<file path="src/kdbc_pkg.sv">
// ----------------------------------------------------------------------------
// kdbc_pkg: shared types and constants for the key debouncer
// Item kinds, register indexes, reset values and the per-key event bundle.
// ----------------------------------------------------------------------------
package kdbc_pkg;

  localparam int unsigned MAX_KEYS  = 4;
  localparam int unsigned TICK_W    = 8;
  localparam int unsigned EVT_W     = 8;
  localparam int unsigned LONG_MSB  = 7;  // long flag of key k is bit LONG_MSB-k
  localparam int unsigned CLICK_MSB = 3;  // click flag of key k is bit CLICK_MSB-k

  localparam logic [TICK_W-1:0] DEBOUNCE_RST   = 8'd3;
  localparam logic [TICK_W-1:0] LONG_PRESS_RST = 8'd20;

  localparam logic [EVT_W-1:0] LONG_NIBBLE = 8'hF0;

  localparam logic KIND_SCAN = 1'b0;
  localparam logic KIND_READ = 1'b1;

  localparam logic CFG_IDX_DEBOUNCE   = 1'b0;
  localparam logic CFG_IDX_LONG_PRESS = 1'b1;

  typedef struct packed {
    logic set_long;
    logic clr_long;
    logic set_click;
  } kdbc_evt_t;

  typedef struct packed {
    logic [TICK_W-1:0] debounce;
    logic [TICK_W-1:0] long_press;
  } kdbc_cfg_t;

  // Event bits that can ever be set for a given key count.
  function automatic logic [EVT_W-1:0] evt_mask(input int unsigned n);
    logic [EVT_W-1:0] m;
    m = '0;
    for (int unsigned k = 0; k < MAX_KEYS; k++) begin
      if (k < n) begin
        m[LONG_MSB-k]  = 1'b1;
        m[CLICK_MSB-k] = 1'b1;
      end
    end
    return m;
  endfunction

endpackage

</file>
<file path="src/kdbc_lane.sv">
// ----------------------------------------------------------------------------
// kdbc_lane: one key's debouncer
// Four-phase press/release debouncer; one tick counter also times long press.
// ----------------------------------------------------------------------------
module kdbc_lane (
  input  logic               clk_i,
  input  logic               rst_ni,
  input  logic               step_i,     // scan tick accepted
  input  logic               pressed_i,
  input  logic               long_i,     // current long flag of this key
  input  kdbc_pkg::kdbc_cfg_t cfg_i,
  output kdbc_pkg::kdbc_evt_t evt_o
);
  import kdbc_pkg::*;

  typedef enum logic [1:0] {
    REL_STABLE = 2'd0,
    PRS_BOUNCE = 2'd1,
    PRS_STABLE = 2'd2,
    REL_BOUNCE = 2'd3
  } key_phase_e;

  key_phase_e        phase_q, phase_d;
  logic [TICK_W-1:0] ticks_q, ticks_d, ticks_inc;
  kdbc_evt_t         evt;

  // saturating increment
  assign ticks_inc = (ticks_q == '1) ? ticks_q : ticks_q + TICK_W'(1);

  always_comb begin
    phase_d = phase_q;
    ticks_d = ticks_q;
    evt     = '0;
    case (phase_q)
      REL_STABLE: begin
        if (pressed_i) begin
          phase_d = PRS_BOUNCE;
          ticks_d = '0;
        end
      end
      PRS_BOUNCE: begin
        if (pressed_i) begin
          ticks_d = ticks_inc;
          if (ticks_inc >= cfg_i.debounce) begin
            phase_d = PRS_STABLE;
            ticks_d = '0;
          end
        end else begin
          phase_d = REL_STABLE;
          ticks_d = '0;
        end
      end
      PRS_STABLE: begin
        if (pressed_i) begin
          ticks_d = ticks_inc;
          if (ticks_inc >= cfg_i.long_press) begin
            evt.set_long = 1'b1;
            ticks_d      = '0;
          end
        end else begin
          phase_d = REL_BOUNCE;
          ticks_d = '0;
        end
      end
      default: begin
        if (pressed_i) begin
          phase_d = PRS_STABLE;
          ticks_d = '0;
        end else begin
          ticks_d = ticks_inc;
          if (ticks_inc >= cfg_i.debounce) begin
            phase_d = REL_STABLE;
            ticks_d = '0;
            // a release after a long press consumes the long flag
            if (long_i) evt.clr_long  = 1'b1;
            else        evt.set_click = 1'b1;
          end
        end
      end
    endcase
  end

  assign evt_o = step_i ? evt : '0;

  always_ff @(posedge clk_i or negedge rst_ni) begin
    if (!rst_ni) begin
      phase_q <= REL_STABLE;
      ticks_q <= '0;
    end else if (step_i) begin
      phase_q <= phase_d;
      ticks_q <= ticks_d;
    end
  end

endmodule

</file>
<file path="src/kdbc_merge.sv">
// ----------------------------------------------------------------------------
// kdbc_merge: event byte merge
// Folds lane events into the pending event byte; serves reads and click clear.
// ----------------------------------------------------------------------------
module kdbc_merge #(
  parameter int unsigned NUM_KEYS = 4
) (
  input  logic                         clk_i,
  input  logic                         rst_ni,
  input  logic                         accept_i,
  input  logic                         kind_i,
  input  kdbc_pkg::kdbc_evt_t          evt_i [NUM_KEYS],
  output logic [NUM_KEYS-1:0]          long_o,
  output logic [kdbc_pkg::EVT_W-1:0]   result_o
);
  import kdbc_pkg::*;

  logic [EVT_W-1:0] pending_q, pending_d, scan_byte;

  always_comb begin
    scan_byte = pending_q;
    for (int unsigned k = 0; k < NUM_KEYS; k++) begin
      if (evt_i[k].set_long)  scan_byte[LONG_MSB-k]  = 1'b1;
      if (evt_i[k].clr_long)  scan_byte[LONG_MSB-k]  = 1'b0;
      if (evt_i[k].set_click) scan_byte[CLICK_MSB-k] = 1'b1;
    end
  end

  always_comb begin
    for (int unsigned k = 0; k < NUM_KEYS; k++) begin
      long_o[k] = pending_q[LONG_MSB-k];
    end
  end

  // read returns the byte before clearing; scan returns the updated byte
  assign result_o  = (kind_i == KIND_READ) ? pending_q : scan_byte;
  assign pending_d = (kind_i == KIND_READ) ? (pending_q & LONG_NIBBLE) : scan_byte;

  always_ff @(posedge clk_i or negedge rst_ni) begin
    if (!rst_ni) begin
      pending_q <= '0;
    end else if (accept_i) begin
      pending_q <= pending_d;
    end
  end

endmodule

</file>
<file path="src/key_debounce_click_longpress.sv">
// ----------------------------------------------------------------------------
// key_debounce_click_longpress: four-key debouncer with click and long press
// Per-key debounce lanes, an event byte merge and a two-entry output buffer.
// ----------------------------------------------------------------------------
// Usage:
//   Input channel (in_valid_i/in_ready_o): each item is either a scan tick
//   (kind_i = 0) carrying raw active-low key levels, or a read (kind_i = 1)
//   that returns the event byte and clears the click nibble.
//   Output channel (out_valid_o/out_ready_i): exactly one item per input
//   item, in order: event_flags_o, bits 7..4 long press of keys 0..3,
//   bits 3..0 click of keys 0..3.
//   Throughput: one item per cycle while in_ready_o is high. All key
//   lanes step in parallel in the accept cycle; only a full buffer stalls.
//   Stall: results go into a two-entry buffer (output register plus skid
//   register). in_ready_o is registered and drops only when both entries
//   hold results, so one more item is taken while a result waits.
//   Reset: all keys released-stable, counters and event byte zero,
//   debounce_ticks = 3, long_press_ticks = 20.
//   Configuration: cfg_we_i writes register cfg_addr_i (0 debounce_ticks,
//   1 long_press_ticks) at once; write only while the block is idle.
// ----------------------------------------------------------------------------
module key_debounce_click_longpress #(
  parameter int unsigned NUM_KEYS = 4
) (
  input  logic       clk_i,
  input  logic       rst_ni,
  // configuration
  input  logic       cfg_we_i,
  input  logic       cfg_addr_i,
  input  logic [7:0] cfg_wdata_i,
  // input items
  input  logic       in_valid_i,
  output logic       in_ready_o,
  input  logic       kind_i,
  input  logic [3:0] key_levels_i,
  // result items
  output logic       out_valid_o,
  input  logic       out_ready_i,
  output logic [7:0] event_flags_o
);
  import kdbc_pkg::*;

  localparam logic [EVT_W-1:0] EVT_MASK = evt_mask(NUM_KEYS);

  kdbc_cfg_t           cfg_q;
  logic                accept;
  logic                scan_step;
  kdbc_evt_t           evt [NUM_KEYS];
  logic [NUM_KEYS-1:0] long_flags;
  logic [EVT_W-1:0]    result;

  logic                out_vld_q, skid_vld_q;
  logic [EVT_W-1:0]    out_data_q, skid_data_q;

  assign in_ready_o = !skid_vld_q;
  assign accept     = in_valid_i && in_ready_o;
  assign scan_step  = accept && (kind_i == KIND_SCAN);

  // Configuration registers
  always_ff @(posedge clk_i or negedge rst_ni) begin
    if (!rst_ni) begin
      cfg_q.debounce   <= DEBOUNCE_RST;
      cfg_q.long_press <= LONG_PRESS_RST;
    end else if (cfg_we_i) begin
      case (cfg_addr_i)
        CFG_IDX_DEBOUNCE:   cfg_q.debounce   <= cfg_wdata_i;
        CFG_IDX_LONG_PRESS: cfg_q.long_press <= cfg_wdata_i;
        default: ;
      endcase
    end
  end

  // One debounce lane per key; the level bit is active low
  for (genvar k = 0; k < NUM_KEYS; k++) begin : g_lane
    kdbc_lane u_lane (
      .clk_i     (clk_i),
      .rst_ni    (rst_ni),
      .step_i    (scan_step),
      .pressed_i (!key_levels_i[k]),
      .long_i    (long_flags[k]),
      .cfg_i     (cfg_q),
      .evt_o     (evt[k])
    );
  end

  // Lane events fold into the pending byte
  kdbc_merge #(
    .NUM_KEYS (NUM_KEYS)
  ) u_merge (
    .clk_i    (clk_i),
    .rst_ni   (rst_ni),
    .accept_i (accept),
    .kind_i   (kind_i),
    .evt_i    (evt),
    .long_o   (long_flags),
    .result_o (result)
  );

  // Output register with skid entry. When the skid entry is full no item is
  // accepted, so it drains into the output register first.
  always_ff @(posedge clk_i or negedge rst_ni) begin
    if (!rst_ni) begin
      out_vld_q  <= 1'b0;
      skid_vld_q <= 1'b0;
    end else if (!out_vld_q || out_ready_i) begin
      if (skid_vld_q) begin
        out_vld_q  <= 1'b1;
        skid_vld_q <= 1'b0;
      end else begin
        out_vld_q  <= accept;
      end
    end else if (accept) begin
      skid_vld_q <= 1'b1;
    end
  end

  always_ff @(posedge clk_i) begin
    if (!out_vld_q || out_ready_i) begin
      if (skid_vld_q) begin
        out_data_q <= skid_data_q;
      end else if (accept) begin
        out_data_q <= result;
      end
    end else if (accept) begin
      skid_data_q <= result;
    end
  end

  assign out_valid_o   = out_vld_q;
  assign event_flags_o = out_data_q;

  // Skid entry is only ever filled behind a waiting result
  a_skid_behind_out: assert property (@(posedge clk_i) disable iff (!rst_ni)
    skid_vld_q |-> out_vld_q)
    else $error("skid entry valid without output entry");

  // An item taken while the output stalls must land in the skid entry
  a_stall_to_skid: assert property (@(posedge clk_i) disable iff (!rst_ni)
    (accept && out_vld_q && !out_ready_i) |=> skid_vld_q)
    else $error("item accepted under stall was lost");

  // Keys beyond NUM_KEYS never report events
  a_unused_keys_quiet: assert property (@(posedge clk_i) disable iff (!rst_ni)
    out_vld_q |-> ((event_flags_o & ~EVT_MASK) == '0))
    else $error("event bit set for a key that does not exist");

endmodule

</file>
<file path="config.mk">
export PLATFORM = sky130hd
export DESIGN_NAME = key_debounce_click_longpress
export DESIGN_NICKNAME = d
export VERILOG_FILES = /design/src/kdbc_pkg.sv /design/src/kdbc_lane.sv /design/src/kdbc_merge.sv /design/src/key_debounce_click_longpress.sv
export SDC_FILE = /design/constraint.sdc
export NUM_CORES = 1
export LEC_CHECK = 0
export BUFFER_PORTS_ARGS = -buffer_cell sky130_fd_sc_hd__buf_2
export CAP_MARGIN = 20
export CORE_ASPECT_RATIO = 1.4
export CORE_MARGIN = 2
export CORE_UTILIZATION = 59
export DETAILED_ROUTE_END_ITERATION = 12
export GPL_ROUTABILITY_DRIVEN = 0
export MAX_ROUTING_LAYER = met4
export PLACE_DENSITY = 0.77
export SLEW_MARGIN = 20
export SYNTH_ARGS = -nofsm -noshare
export SYNTH_HDL_FRONTEND = slang
export SYNTH_SLANG_ARGS = --single-unit
</file>
<file path="constraint.sdc">
create_clock -name clk_i -period 3.7 [get_ports clk_i]
set_input_delay 0.74 -clock clk_i [delete_from_list [all_inputs] [get_ports clk_i]]
set_output_delay 0.74 -clock clk_i [all_outputs]
set_load 0.03 [all_outputs]
</file>
==> metrics.yaml <==
drc: 0
syn-num-nets: 721
die_h_um: 123
cts_resized: 0
grt_pass1_vias: 5005
rows: 43
syn_inst: 634
overflow: 0
tightest_slew_ns: 0.865
relSlewSlack: 0.424
crit_required_ns: 3.95
synth_edf_count: 16
holdBufCountCts: 0
core-area_um2: 9850
layout_common_cells: "ha_1, dfrtp_1, nand2_1, a21oi_1, nor2_1"
critical_path_class: "reg -> reg"
clock_latency_ns: 0.34
die_area_um2: 10900
syn_to_final_growth_pct: 10.9
io_buffers: 28
yosys_warnings: 0
postSynthAreaPerCell_um2: 9.40
clk_path_buf_depth: 2
antenna_found_initial: 0
tritoncts: "done"
grt_max_degree: 67
hold_class: "reg -> reg"
antenna_cells: 0
numCtsBuffers: 9
ys_seq_area_frac: 0.359
final_antenna_net_count: 0
initial_core_util: 0.605
grt_setup_unrepaired: "no"
vdd_ir_drop_max_v: 0.000468
post-route-period-util: 0.928
clkTransAtPathRegs_ns: 0.07
ys_types: 61
clock_sinks: 82
reg2reg_from: "g_lane[3].u_lane.ticks_q[0]"
postCtsSetupRepairBufs: 0
reg2reg_depth: 10
drt-total-wl_um: 14600
worst_hold_path.endpoint: "cfg_q[5]"
finalPower_mw: 3.73
worstPathArrival_ns: 3.68
fin_skew_ns: 0.00504
ios: 29
final.min_clock_period_ns: 3.43
p_leak_nw: 3.00
drv_cap: 0
final_nets: 751
dr.pass1.iters: 5
setup_tns_ns: 0
grt_pass1_wl_um: 23700
cp-end-kind: "flop"
slew_viol_final: 0
hpwl_um: 10600
setup_viol: 0
async_flop_share: 0.805
path_max_fanout: 8
max_freq_mhz: 291
clock-root-buffer: "clkbuf_16"
syn_area_um2: 5960
r2r_end: "g_lane[3].u_lane.ticks_q[4]"
via_per_inst: 6.27
cp-start-kind: "flop"
grtUsageTotal: 0.291
die_w_um: 88.9
ys_seq_elements: 82
vias: 5045
holdPathStages: 1
drt_iter0_drc: 256
yosys_most_used_dff: "dfrtp_1"
powerDensity_nw_per_um2: 565
hold_violations: 0
drt-wirelength-per-cell_um: 18.1
regToRegSetupSlack_ns: 0.27
hold_start: "cfg_q[5]"
final_common_cell: "ha_1"
drive_gt1_frac: 0.127
status: "finished, final reports clean"
htreeDepth: 3
state kept, by name, indices dropped and copies added, names as in the netlist, named ones only:
signal,flops
g_lane.u_lane.ticks_q,32
skid_data_q,8
out_valid_o,1
g_lane.u_lane.phase_q,4
u_merge.pending_q,8
event_flags_o,8
skid_vld_q,1
cfg_q,16
per-layer routing:
metal  track usage  vias to the layer above  wire [um]
li1              -                     2416          -
met1         0.345                     2408       6020
met2         0.469                      162       7200
met3        0.0427                       59        571
met4         0.169                        0        805
met5             -                        -          0
area by class of cell:
cell class,count,area [um^2]
fill,783,3240
clock buffer,9,225
tap,135,169
sequential,82,2140
inverter,30,113
clock inverter,7,140
multi-input combinational,508,3640
timing repair buffer,33,178
cell usage after synthesis (3+ instances only):
master / instances / share of area
dfrtp_1: 62 / 0.26
nand2_1: 54 / 0.034
a211oi_1: 5 / 0.0063
o211ai_1: 9 / 0.011
mux2_2: 21 / 0.040
nand3_1: 23 / 0.019
and3_1: 16 / 0.017
nand2b_1: 17 / 0.018
clkbuf_1: 9 / 0.0057
a31oi_1: 6 / 0.0063
nor2_1: 45 / 0.028
ha_1: 68 / 0.14
edfxtp_1: 16 / 0.081
inv_1: 29 / 0.018
nor4_1: 6 / 0.0063
o21a_1: 14 / 0.018
and4_1: 4 / 0.0059
a311o_1: 3 / 0.0050
nor3b_1: 3 / 0.0038
dfstp_2: 4 / 0.018
a211o_1: 3 / 0.0044
o21bai_1: 5 / 0.0063
a21o_1: 7 / 0.0088
xor2_1: 6 / 0.0088
nor2b_1: 8 / 0.0084
a2bb2oi_1: 4 / 0.0059
o21ai_0: 25 / 0.021
a21boi_0: 3 / 0.0038
a21oi_1: 47 / 0.039
nor3_1: 23 / 0.019
and2_1: 4 / 0.0042
mux2i_1: 19 / 0.032
nand4_1: 11 / 0.012
xnor2_1: 14 / 0.021
buf_2: 4 / 0.0034
or3_1: 3 / 0.0032
critical path: stages (launching register included):
cell and delay (ns):
dfrtp_1 0.42, ha_1 0.28, and3_1 0.25, and2_1 0.29, xor2_1 0.26, ha_1 0.27
nand2b_1 0.15, a2111oi_0 0.70, o311a_1 0.29, a311oi_2 0.10, nor4_1 0.33
power breakdown:
part / switching (mW) / internal (mW) / total (mW)
logic: 0.771 / 0.582 / 1.35
clock network: 0.385 / 0.728 / 1.11
registers: 0.179 / 1.08 / 1.26
worst max path at each step:
| stage | cells after the start | from | to | slack [ns] |
|---|---|---|---|---|
| floorplan | 10 | g_lane[3].u_lane.ticks_q[0] | g_lane[3].u_lane.ticks_q[4] | 0.72 |
| global placement | 10 | g_lane[3].u_lane.ticks_q[0] | g_lane[3].u_lane.ticks_q[4] | 0.56 |
| detailed placement | 10 | g_lane[1].u_lane.ticks_q[0] | g_lane[1].u_lane.ticks_q[4] | 0.44 |
| CTS | 10 | g_lane[3].u_lane.ticks_q[0] | g_lane[3].u_lane.ticks_q[4] | 0.35 |
| global route | 11 | g_lane[3].u_lane.ticks_q[0] | g_lane[3].u_lane.ticks_q[4] | 0.11 |
| finish | 10 | g_lane[3].u_lane.ticks_q[0] | g_lane[3].u_lane.ticks_q[4] | 0.27 |
per-stage QoR:
stage	cell area (um^2)	hold WS (ns)	cells	setup slack, ns	utilization
2_1_floorplan	5960	0.444	634	0.719	-
3_3_place_gp	6240	0.477	788	0.560	0.634
3_5_place_dp	6240	0.493	788	0.438	0.634
4_1_cts	6600	0.507	804	0.350	0.671
5_1_grt	6600	0.517	804	0.111	0.671
6_report	6600	0.508	804	0.266	0.671
cell families (layout without fill, tap and decap cells):
logic type / after synthesis / in the layout / share of synthesized area
XOR/XNOR: 20 / 20 / 0.0294
buffers and inverters: 44 / 79 / 0.0298
multiplexers: 40 / 40 / 0.0716
adder cells (fa/ha/maj): 68 / 68 / 0.143
AND/OR/NAND/NOR: 225 / 225 / 0.192
AO/OA/AOI/OAI: 155 / 155 / 0.176
flip-flops: 82 / 82 / 0.359
Note: power is estimated with default switching activity, not from simulation.
